===== src/hdl/ipv4tli_pkg.sv =====
// Package for the IPv4 target list iterator: operation and status codes,
// field widths and the decoded-entry struct. No dependencies.
package ipv4tli_pkg;

   localparam int ADDR_W = 32;
   localparam int PLEN_W = 6;
   localparam int CNT_W  = 37;
   localparam int SIZE_W = 33;

   localparam logic [CNT_W-1:0] CNT_MAX = {CNT_W{1'b1}};

   typedef enum logic [1:0] {
      OP_CLEAR  = 2'd0,
      OP_APPEND = 2'd1,
      OP_REWIND = 2'd2,
      OP_NEXT   = 2'd3
   } op_type;

   typedef enum logic [2:0] {
      ST_GIVEN    = 3'd0,
      ST_FINISHED = 3'd1,
      ST_ACCEPTED = 3'd2,
      ST_REJECTED = 3'd3,
      ST_FULL     = 3'd4,
      ST_DONE     = 3'd5
   } status_type;

   // Decoded append request.
   typedef struct packed {
      logic              ok;     // prefix in range / range not backwards
      logic [ADDR_W-1:0] first;
      logic [ADDR_W-1:0] last;
      logic [SIZE_W-1:0] size;   // last - first + 1
   } entry_type;

endpackage


===== src/hdl/ipv4tli_decode.sv =====
// Entry decoder: turns a network/prefix or a range into an inclusive
// first/last pair with its size. Depends on ipv4tli_pkg.
module ipv4tli_decode (
   input  logic                          entry_kind,
   input  logic [ipv4tli_pkg::ADDR_W-1:0] first_addr,
   input  logic [ipv4tli_pkg::ADDR_W-1:0] range_end,
   input  logic [ipv4tli_pkg::PLEN_W-1:0] prefix_len,
   output ipv4tli_pkg::entry_type        entry
);
   import ipv4tli_pkg::*;

   logic [ADDR_W-1:0] host_mask;

   always_comb begin
      // shift by 32 yields zero: a /32 network is a single address
      host_mask = {ADDR_W{1'b1}} >> prefix_len;
      if (entry_kind == 1'b0) begin
         entry.ok    = (prefix_len <= PLEN_W'(ADDR_W));
         entry.first = first_addr & ~host_mask;
         entry.last  = first_addr | host_mask;
      end else begin
         entry.ok    = (range_end >= first_addr);
         entry.first = first_addr;
         entry.last  = range_end;
      end
      entry.size = {1'b0, entry.last} - {1'b0, entry.first} + SIZE_W'(1);
   end

endmodule


===== src/hdl/ipv4tli_table.sv =====
// Entry table: first/last address memory, one write port and one
// registered read port. Depends on ipv4tli_pkg.
module ipv4tli_table #(
   parameter  int ENTRIES = 16,
   localparam int IDX_W   = (ENTRIES > 1) ? $clog2(ENTRIES) : 1
) (
   input  logic                           clock,
   input  logic                           wr_en,
   input  logic [IDX_W-1:0]               wr_idx,
   input  logic [ipv4tli_pkg::ADDR_W-1:0] wr_first,
   input  logic [ipv4tli_pkg::ADDR_W-1:0] wr_last,
   input  logic                           rd_en,
   input  logic [IDX_W-1:0]               rd_idx,
   output logic [ipv4tli_pkg::ADDR_W-1:0] rd_first,
   output logic [ipv4tli_pkg::ADDR_W-1:0] rd_last
);
   import ipv4tli_pkg::*;

   logic [ADDR_W-1:0] first_mem [ENTRIES];
   logic [ADDR_W-1:0] last_mem  [ENTRIES];
   logic [ADDR_W-1:0] rd_first_ff;
   logic [ADDR_W-1:0] rd_last_ff;

   always_ff @(posedge clock) begin
      if (wr_en) begin
         first_mem[wr_idx] <= wr_first;
         last_mem[wr_idx]  <= wr_last;
      end
      if (rd_en) begin
         rd_first_ff <= first_mem[rd_idx];
         rd_last_ff  <= last_mem[rd_idx];
      end
   end

   assign rd_first = rd_first_ff;
   assign rd_last  = rd_last_ff;

endmodule


===== src/hdl/ipv4_target_list_iterator.sv =====
// IPv4 target list iterator top level; uses ipv4tli_pkg, ipv4tli_decode, ipv4tli_table.
// The response is registered: rsp_tvalid rises in the cycle after the request transfer.
// Throughput: 1 next per cycle inside an entry while the response side is not stalled;
//   clear, rewind, accepted append, walk start and each move to the next entry drop
//   req_tready while the registered table read port fetches the following entry.
// Reset: synchronous; clears counts and walk state (table left as is), then req_tready is low while entry 0 is fetched.
module ipv4_target_list_iterator #(
   parameter int ENTRIES = 16   // table depth, 1..256
) (
   input  logic         clock,
   input  logic         reset,
   // request channel
   input  logic         req_tvalid,
   output logic         req_tready,
   input  logic [71:0]  req_tdata,   // first_addr[31:0], range_end[63:32],
                                     // prefix_len[69:64], zero[71:70]
   input  logic [2:0]   req_tuser,   // operation[1:0], entry_kind[2]
   // response channel
   output logic         rsp_tvalid,
   input  logic         rsp_tready,
   output logic [111:0] rsp_tdata,   // address[31:0], given_count[68:32],
                                     // total_count[105:69], zero[111:106]
   output logic [2:0]   rsp_tuser    // status[2:0]
);
   import ipv4tli_pkg::*;

   localparam int IDX_W = (ENTRIES > 1) ? $clog2(ENTRIES) : 1;
   localparam int ECW   = $clog2(ENTRIES + 1);   // holds 0..ENTRIES

   // request fields
   op_type            req_op;
   logic              req_kind;
   logic [ADDR_W-1:0] req_first;
   logic [ADDR_W-1:0] req_upper;
   logic [PLEN_W-1:0] req_plen;

   assign req_op    = op_type'(req_tuser[1:0]);
   assign req_kind  = req_tuser[2];
   assign req_first = req_tdata[31:0];
   assign req_upper = req_tdata[63:32];
   assign req_plen  = req_tdata[69:64];

   // walk and count state
   logic [ECW-1:0]    entry_count_ff,   entry_count_in;
   logic [ECW-1:0]    cur_entry_ff,     cur_entry_in;
   logic [SIZE_W-1:0] cur_addr_ff,      cur_addr_in;
   logic [ADDR_W-1:0] cur_last_ff,      cur_last_in;
   logic              started_ff,       started_in;
   logic [CNT_W-1:0]  given_ff,         given_in;
   logic [CNT_W-1:0]  total_ff,         total_in;
   logic              stale_ff,         stale_in;   // fetched entry out of date

   // result register
   logic              rsp_valid_ff,     rsp_valid_in;
   logic [ADDR_W-1:0] rsp_addr_ff,      rsp_addr_in;
   status_type        rsp_status_ff,    rsp_status_in;
   logic [CNT_W-1:0]  rsp_given_ff;
   logic [CNT_W-1:0]  rsp_total_ff;

   logic              req_xfer;
   entry_type         dec;
   logic              wr_en;
   logic [ECW-1:0]    fetch_idx;     // entry the read port must hold
   logic [ADDR_W-1:0] fetch_first;
   logic [ADDR_W-1:0] fetch_last;
   logic [CNT_W:0]    total_sum;

   ipv4tli_decode u_decode (
      .entry_kind (req_kind),
      .first_addr (req_first),
      .range_end  (req_upper),
      .prefix_len (req_plen),
      .entry      (dec)
   );

   // Read port always tracks the entry after the one being walked
   // (entry 0 before the walk starts).
   assign fetch_idx = started_ff ? ECW'(cur_entry_ff + ECW'(1)) : '0;

   ipv4tli_table #(.ENTRIES(ENTRIES)) u_table (
      .clock    (clock),
      .wr_en    (wr_en),
      .wr_idx   (entry_count_ff[IDX_W-1:0]),
      .wr_first (dec.first),
      .wr_last  (dec.last),
      .rd_en    (stale_ff),
      .rd_idx   (fetch_idx[IDX_W-1:0]),
      .rd_first (fetch_first),
      .rd_last  (fetch_last)
   );

   assign req_tready = !stale_ff && (!rsp_valid_ff || rsp_tready);
   assign req_xfer   = req_tvalid && req_tready;

   assign total_sum  = {1'b0, total_ff} + (CNT_W + 1)'(dec.size);

   always_comb begin
      entry_count_in = entry_count_ff;
      cur_entry_in   = cur_entry_ff;
      cur_addr_in    = cur_addr_ff;
      cur_last_in    = cur_last_ff;
      started_in     = started_ff;
      given_in       = given_ff;
      total_in       = total_ff;
      stale_in       = 1'b0;
      wr_en          = 1'b0;
      rsp_addr_in    = '0;
      rsp_status_in  = ST_DONE;
      rsp_valid_in   = rsp_valid_ff && !rsp_tready;

      if (req_xfer) begin
         rsp_valid_in = 1'b1;
         unique case (req_op)
            OP_CLEAR: begin
               entry_count_in = '0;
               total_in       = '0;
               cur_entry_in   = '0;
               cur_addr_in    = '0;
               started_in     = 1'b0;
               given_in       = '0;
               stale_in       = 1'b1;
            end
            OP_REWIND: begin
               cur_entry_in = '0;
               cur_addr_in  = '0;
               started_in   = 1'b0;
               given_in     = '0;
               stale_in     = 1'b1;
            end
            OP_APPEND: begin
               if (!dec.ok) begin
                  rsp_status_in = ST_REJECTED;
               end else if (entry_count_ff >= ECW'(ENTRIES)) begin
                  rsp_status_in = ST_FULL;
               end else begin
                  rsp_status_in  = ST_ACCEPTED;
                  wr_en          = 1'b1;
                  entry_count_in = ECW'(entry_count_ff + ECW'(1));
                  total_in       = total_sum[CNT_W] ? CNT_MAX : total_sum[CNT_W-1:0];
                  stale_in       = 1'b1;   // new entry may be the fetched one
               end
            end
            OP_NEXT: begin
               rsp_status_in = ST_GIVEN;
               if (!started_ff) begin
                  if (entry_count_ff == '0) begin
                     rsp_status_in = ST_FINISHED;
                  end else begin
                     // start on entry 0, already held by the read port
                     started_in   = 1'b1;
                     cur_entry_in = '0;
                     cur_last_in  = fetch_last;
                     rsp_addr_in  = fetch_first;
                     cur_addr_in  = {1'b0, fetch_first} + SIZE_W'(1);
                     stale_in     = 1'b1;
                  end
               end else if (cur_addr_ff > {1'b0, cur_last_ff}) begin
                  if (fetch_idx >= entry_count_ff) begin
                     rsp_status_in = ST_FINISHED;
                  end else begin
                     cur_entry_in = fetch_idx;
                     cur_last_in  = fetch_last;
                     rsp_addr_in  = fetch_first;
                     cur_addr_in  = {1'b0, fetch_first} + SIZE_W'(1);
                     stale_in     = 1'b1;
                  end
               end else begin
                  rsp_addr_in = cur_addr_ff[ADDR_W-1:0];
                  cur_addr_in = cur_addr_ff + SIZE_W'(1);
               end
               if (rsp_status_in == ST_GIVEN && given_ff != CNT_MAX) begin
                  given_in = given_ff + CNT_W'(1);
               end
            end
            default: begin
               rsp_status_in = ST_DONE;
            end
         endcase
      end
   end

   always_ff @(posedge clock) begin
      if (reset) begin
         entry_count_ff <= '0;
         cur_entry_ff   <= '0;
         cur_addr_ff    <= '0;
         started_ff     <= 1'b0;
         given_ff       <= '0;
         total_ff       <= '0;
         stale_ff       <= 1'b1;
         rsp_valid_ff   <= 1'b0;
      end else begin
         entry_count_ff <= entry_count_in;
         cur_entry_ff   <= cur_entry_in;
         cur_addr_ff    <= cur_addr_in;
         started_ff     <= started_in;
         given_ff       <= given_in;
         total_ff       <= total_in;
         stale_ff       <= stale_in;
         rsp_valid_ff   <= rsp_valid_in;
      end
   end

   // payload registers: no reset
   always_ff @(posedge clock) begin
      cur_last_ff <= cur_last_in;
      if (req_xfer) begin
         rsp_addr_ff   <= rsp_addr_in;
         rsp_status_ff <= rsp_status_in;
         rsp_given_ff  <= given_in;
         rsp_total_ff  <= total_in;
      end
   end

   assign rsp_tvalid = rsp_valid_ff;
   assign rsp_tdata  = {6'b0, rsp_total_ff, rsp_given_ff, rsp_addr_ff};
   assign rsp_tuser  = rsp_status_ff;

endmodule


===== config.mk =====
export PLATFORM = sky130hd
export DESIGN_NAME = ipv4_target_list_iterator
export DESIGN_NICKNAME = d
export VERILOG_FILES = /design/src/hdl/ipv4tli_pkg.sv /design/src/hdl/ipv4tli_decode.sv /design/src/hdl/ipv4tli_table.sv /design/src/hdl/ipv4_target_list_iterator.sv
export SDC_FILE = /design/constraint.sdc
export NUM_CORES = 2
export LEC_CHECK = 0
export ABC_AREA = 1
export CAP_MARGIN = 0
export CORE_MARGIN = 2
export CORE_UTILIZATION = 55
export CTS_CLUSTER_DIAMETER = 200
export DETAILED_ROUTE_END_ITERATION = 8
export DONT_BUFFER_PORTS = 1
export PLACE_DENSITY = 0.76
export SLEW_MARGIN = 40
export SYNTH_ARGS = -nofsm -noshare
export SYNTH_HDL_FRONTEND = slang
export SYNTH_SLANG_ARGS = --single-unit

===== constraint.sdc =====
create_clock -name clock -period 20.8 [get_ports clock]
set_input_delay 0 -clock clock [delete_from_list [all_inputs] [get_ports clock]]
set_output_delay 0 -clock clock [all_outputs]
set_load 0.02 [all_outputs]

==> flow_summary.json <==
{
  "drv_cap": 0,
  "crit_path_frequent_cell": "nand2_1",
  "synth_area_leaders": "edfxtp_1 (59%), nor2_1 (8.0%), nand2_1 (4.6%), dfxtp_1 (3.9%), ha_1 (3.5%)",
  "hp-class": "in2reg",
  "internal_power_w": 0.00455,
  "numCtsBuffers": 135,
  "relSlewSlack_pct": 39.4,
  "place_area_sq_um": 63800,
  "cp-end-kind": "flip-flop",
  "p_total_w": 0.00602,
  "final_cell_mix": "nor2_1 (1301), edfxtp_1 (1229), nand2_1 (758)",
  "ys_seq_area_share_pct": 63.2,
  "dr.pass1.iters": 7,
  "p_comb_share_pct": 9.1,
  "root_buffer": "clkbuf_16",
  "start_kind": "input port",
  "whs_ns": 0.0282,
  "rsz0062_at_grt": "no",
  "synthCells": 5897,
  "path_class": "in2reg",
  "die_area_sq_um": 116000,
  "clk_latency_ns": 0.77,
  "grt_pass1_vias": 43300,
  "setup_violations": 0,
  "ys_warn_count": 0,
  "num_io_pins": 196,
  "syn_avg_cell_area_sq_um": 10.5,
  "hold_viol": 0,
  "p_clk_share_pct": 40.4,
  "die_y_microns": 340,
  "grt_pass1_wl_microns": 265000,
  "status": "completed",
  "final_common_cell": "nor2_1",
  "clkTransAtPathRegs_ns": 0.06,
  "arrival_ns": 7.80,
  "seq_power_share_pct": 50.4,
  "final_area_sq_um": 68900,
  "ys_ff_latch": 1349,
  "power_density_nw_per_um2": 87.5,
  "hpwl_microns": 109000,
  "gp_congestion": 0.982,
  "dr.first_iter.drc_count": 6164,
  "syn_to_final_growth_pct": 10.7,
  "max_freq_ghz": 0.137,
  "fp.dieW_microns": 340,
  "critPathMaxFanout": 40,
  "fin_crit_sh_pct": 35.1,
  "grtUsageTotal_pct": 30.4,
  "synth_top_cell_by_area": "edfxtp_1",
  "routed-via-count": 46100,
  "htree_levels": 4,
  "overflow": 0,
  "cts_tree": "built",
  "finalWirelength_microns": 180000,
  "portBuffers": 0,
  "rows": 123,
  "finalSetupTns_ns": 0,
  "initial_utilization_pct": 55.3,
  "yosys.cell_types.count": 64,
  "viasPerCell": 6.14,
  "fp.coreArea_sq_um": 112000,
  "nets": 6161,
  "worst_slew_pin_slew_ns": 0.909,
  "wl_per_cell_microns": 23.9,
  "cts_max_path_buffers": 3,
  "switchingPower_w": 0.00147,
  "ir_worst_vdd_mv": 0.0802,
  "critPathMaxStageDelay_ns": 0.96,
  "slowest_stage": "dlygate4sd3_1",
  "synth-async-reset-ratio_pct": 0,
  "route.detailed.drc": 0,
  "skew_ns": 0.0311,
  "post-route-min-period_ns": 7.30,
  "fillers": 8694,
  "antenna_found_initial": 10,
  "synthFlopType": "edfxtp_1",
  "yosys.area.top_type_share_pct": 59.4,
  "ctsResizeCount": 0,
  "sw_frac_of_total_pct": 24.4,
  "postRouteAntennaNets": 0,
  "synth_edf_count": 1229,
  "synth_area_sq_um": 62200,
  "grt_max_degree": 161,
  "drive_gt1_share_pct": 6.75,
  "cp.required_ns": 21.29,
  "maxSlewViolCount": 0,
  "p_leak_nw": 25.0,
  "cts_sinks": 1349
}
-- metrics by stage --
| step | instances | setup slack (ns) | util, % |
|---|---|---|---|
| floorplan | 5902 | 13.40 | - |
| global placement | 7203 | 14.17 | 56.7 |
| detailed placement | 7207 | 14.26 | 56.8 |
| CTS | 7511 | 13.72 | 61.3 |
| global route | 7512 | 13.11 | 61.3 |
| finish | 7515 | 13.50 | 61.3 |
-- Yosys cell counts (15+ instances only) --
cell,count
a21oi_1,205
nor3_1,70
clkbuf_1,178
o32ai_1,46
nand2_1,759
o311ai_1,15
dfxtp_1,120
inv_1,414
xor2_1,87
o311ai_0,205
nand4_1,42
nor2_1,1319
nor3_2,16
nor4_1,20
ha_1,174
o211ai_1,45
inv_2,17
o21ai_0,406
edfxtp_1,1229
nand3_1,262
o21ai_1,28
buf_2,78
-- power by group through the flow --
| stage | Sequential (W) | Clock, W | Combinational (W) |
|---|---|---|---|
| after floorplan | 0.00309 | 0 | 0.000356 |
| after global placement | 0.00309 | 0 | 0.000511 |
| after detailed placement | 0.00309 | 0 | 0.000517 |
| after CTS | 0.00304 | 0.00245 | 0.000536 |
| after global routing | 0.00304 | 0.00255 | 0.000599 |
| final | 0.00304 | 0.00244 | 0.000550 |
-- worst max-delay path: cells and delay by family --
kind,cells,cell delay (ns)
AND/OR/NAND/NOR,11,2.05
AO/OA/AOI/OAI,8,1.53
adder cells (fa/ha/maj),3,1.22
XOR/XNOR,1,0.34
buffers and inverters,6,2.67
-- worst paths after layout --
kind                                           from                        end  slack [ns]  depth (start not counted)
worst max-delay path                   req_tuser[2]            rsp_total_ff[3]       13.50                         29
worst min-delay path                  req_tdata[11]  u_table.first_mem[15][11]        0.03                          2
worst min register to register  u_table.rd_last[21]            cur_last_ff[21]        0.42                          0
worst max register to register           rsp_tvalid   u_table.first_mem[1][13]       15.90                         15
-- sequential cells by signal, indices dropped and copies added (netlist names), 33 cells and up --
register	flops
u_table.first_mem	512
rsp_total_ff	37
u_table.last_mem	512
rsp_given_ff	37
cur_addr_ff	33
total_ff	37
given_ff	37
-- kinds of logic after synthesis --
family | count (synthesis) | synth area share (%)
flops | 1349 | 63.2
simple gates | 2546 | 17.0
fa+ha+maj | 176 | 3.57
buf+inv | 716 | 4.61
other cells | 1 | 0.00603
xor+xnor | 99 | 1.39
compound gates | 1010 | 10.2
-- layer usage --
metal  up-vias  wire, microns  track usage (%)
met5         -             13                0
met4         2           8510             14.8
met3       465          19900             6.78
met2      2851          81800             47.1
met1     22000          69500             40.8
li1      20800              -                -
-- what timing repair did --
action	CTS	global route
setup buffers	0	0
hold buffers	62	0
hold endpoints to repair	764	0
endpoints found under the setup margin	0	0
-- final cells by class --
cell class	instances	area, sq um	share of cell area (%)
antenna	4	10.0	0.0145
clock buffer	156	3560	5.17
clock inverter	86	837	1.22
inverter	433	1650	2.40
multi-input combinational	3837	20200	29.3
sequential	1349	39300	57.1
tap	1500	1880	2.73
timing repair buffer	150	1410	2.04
Power figures use the tool's default switching activity.
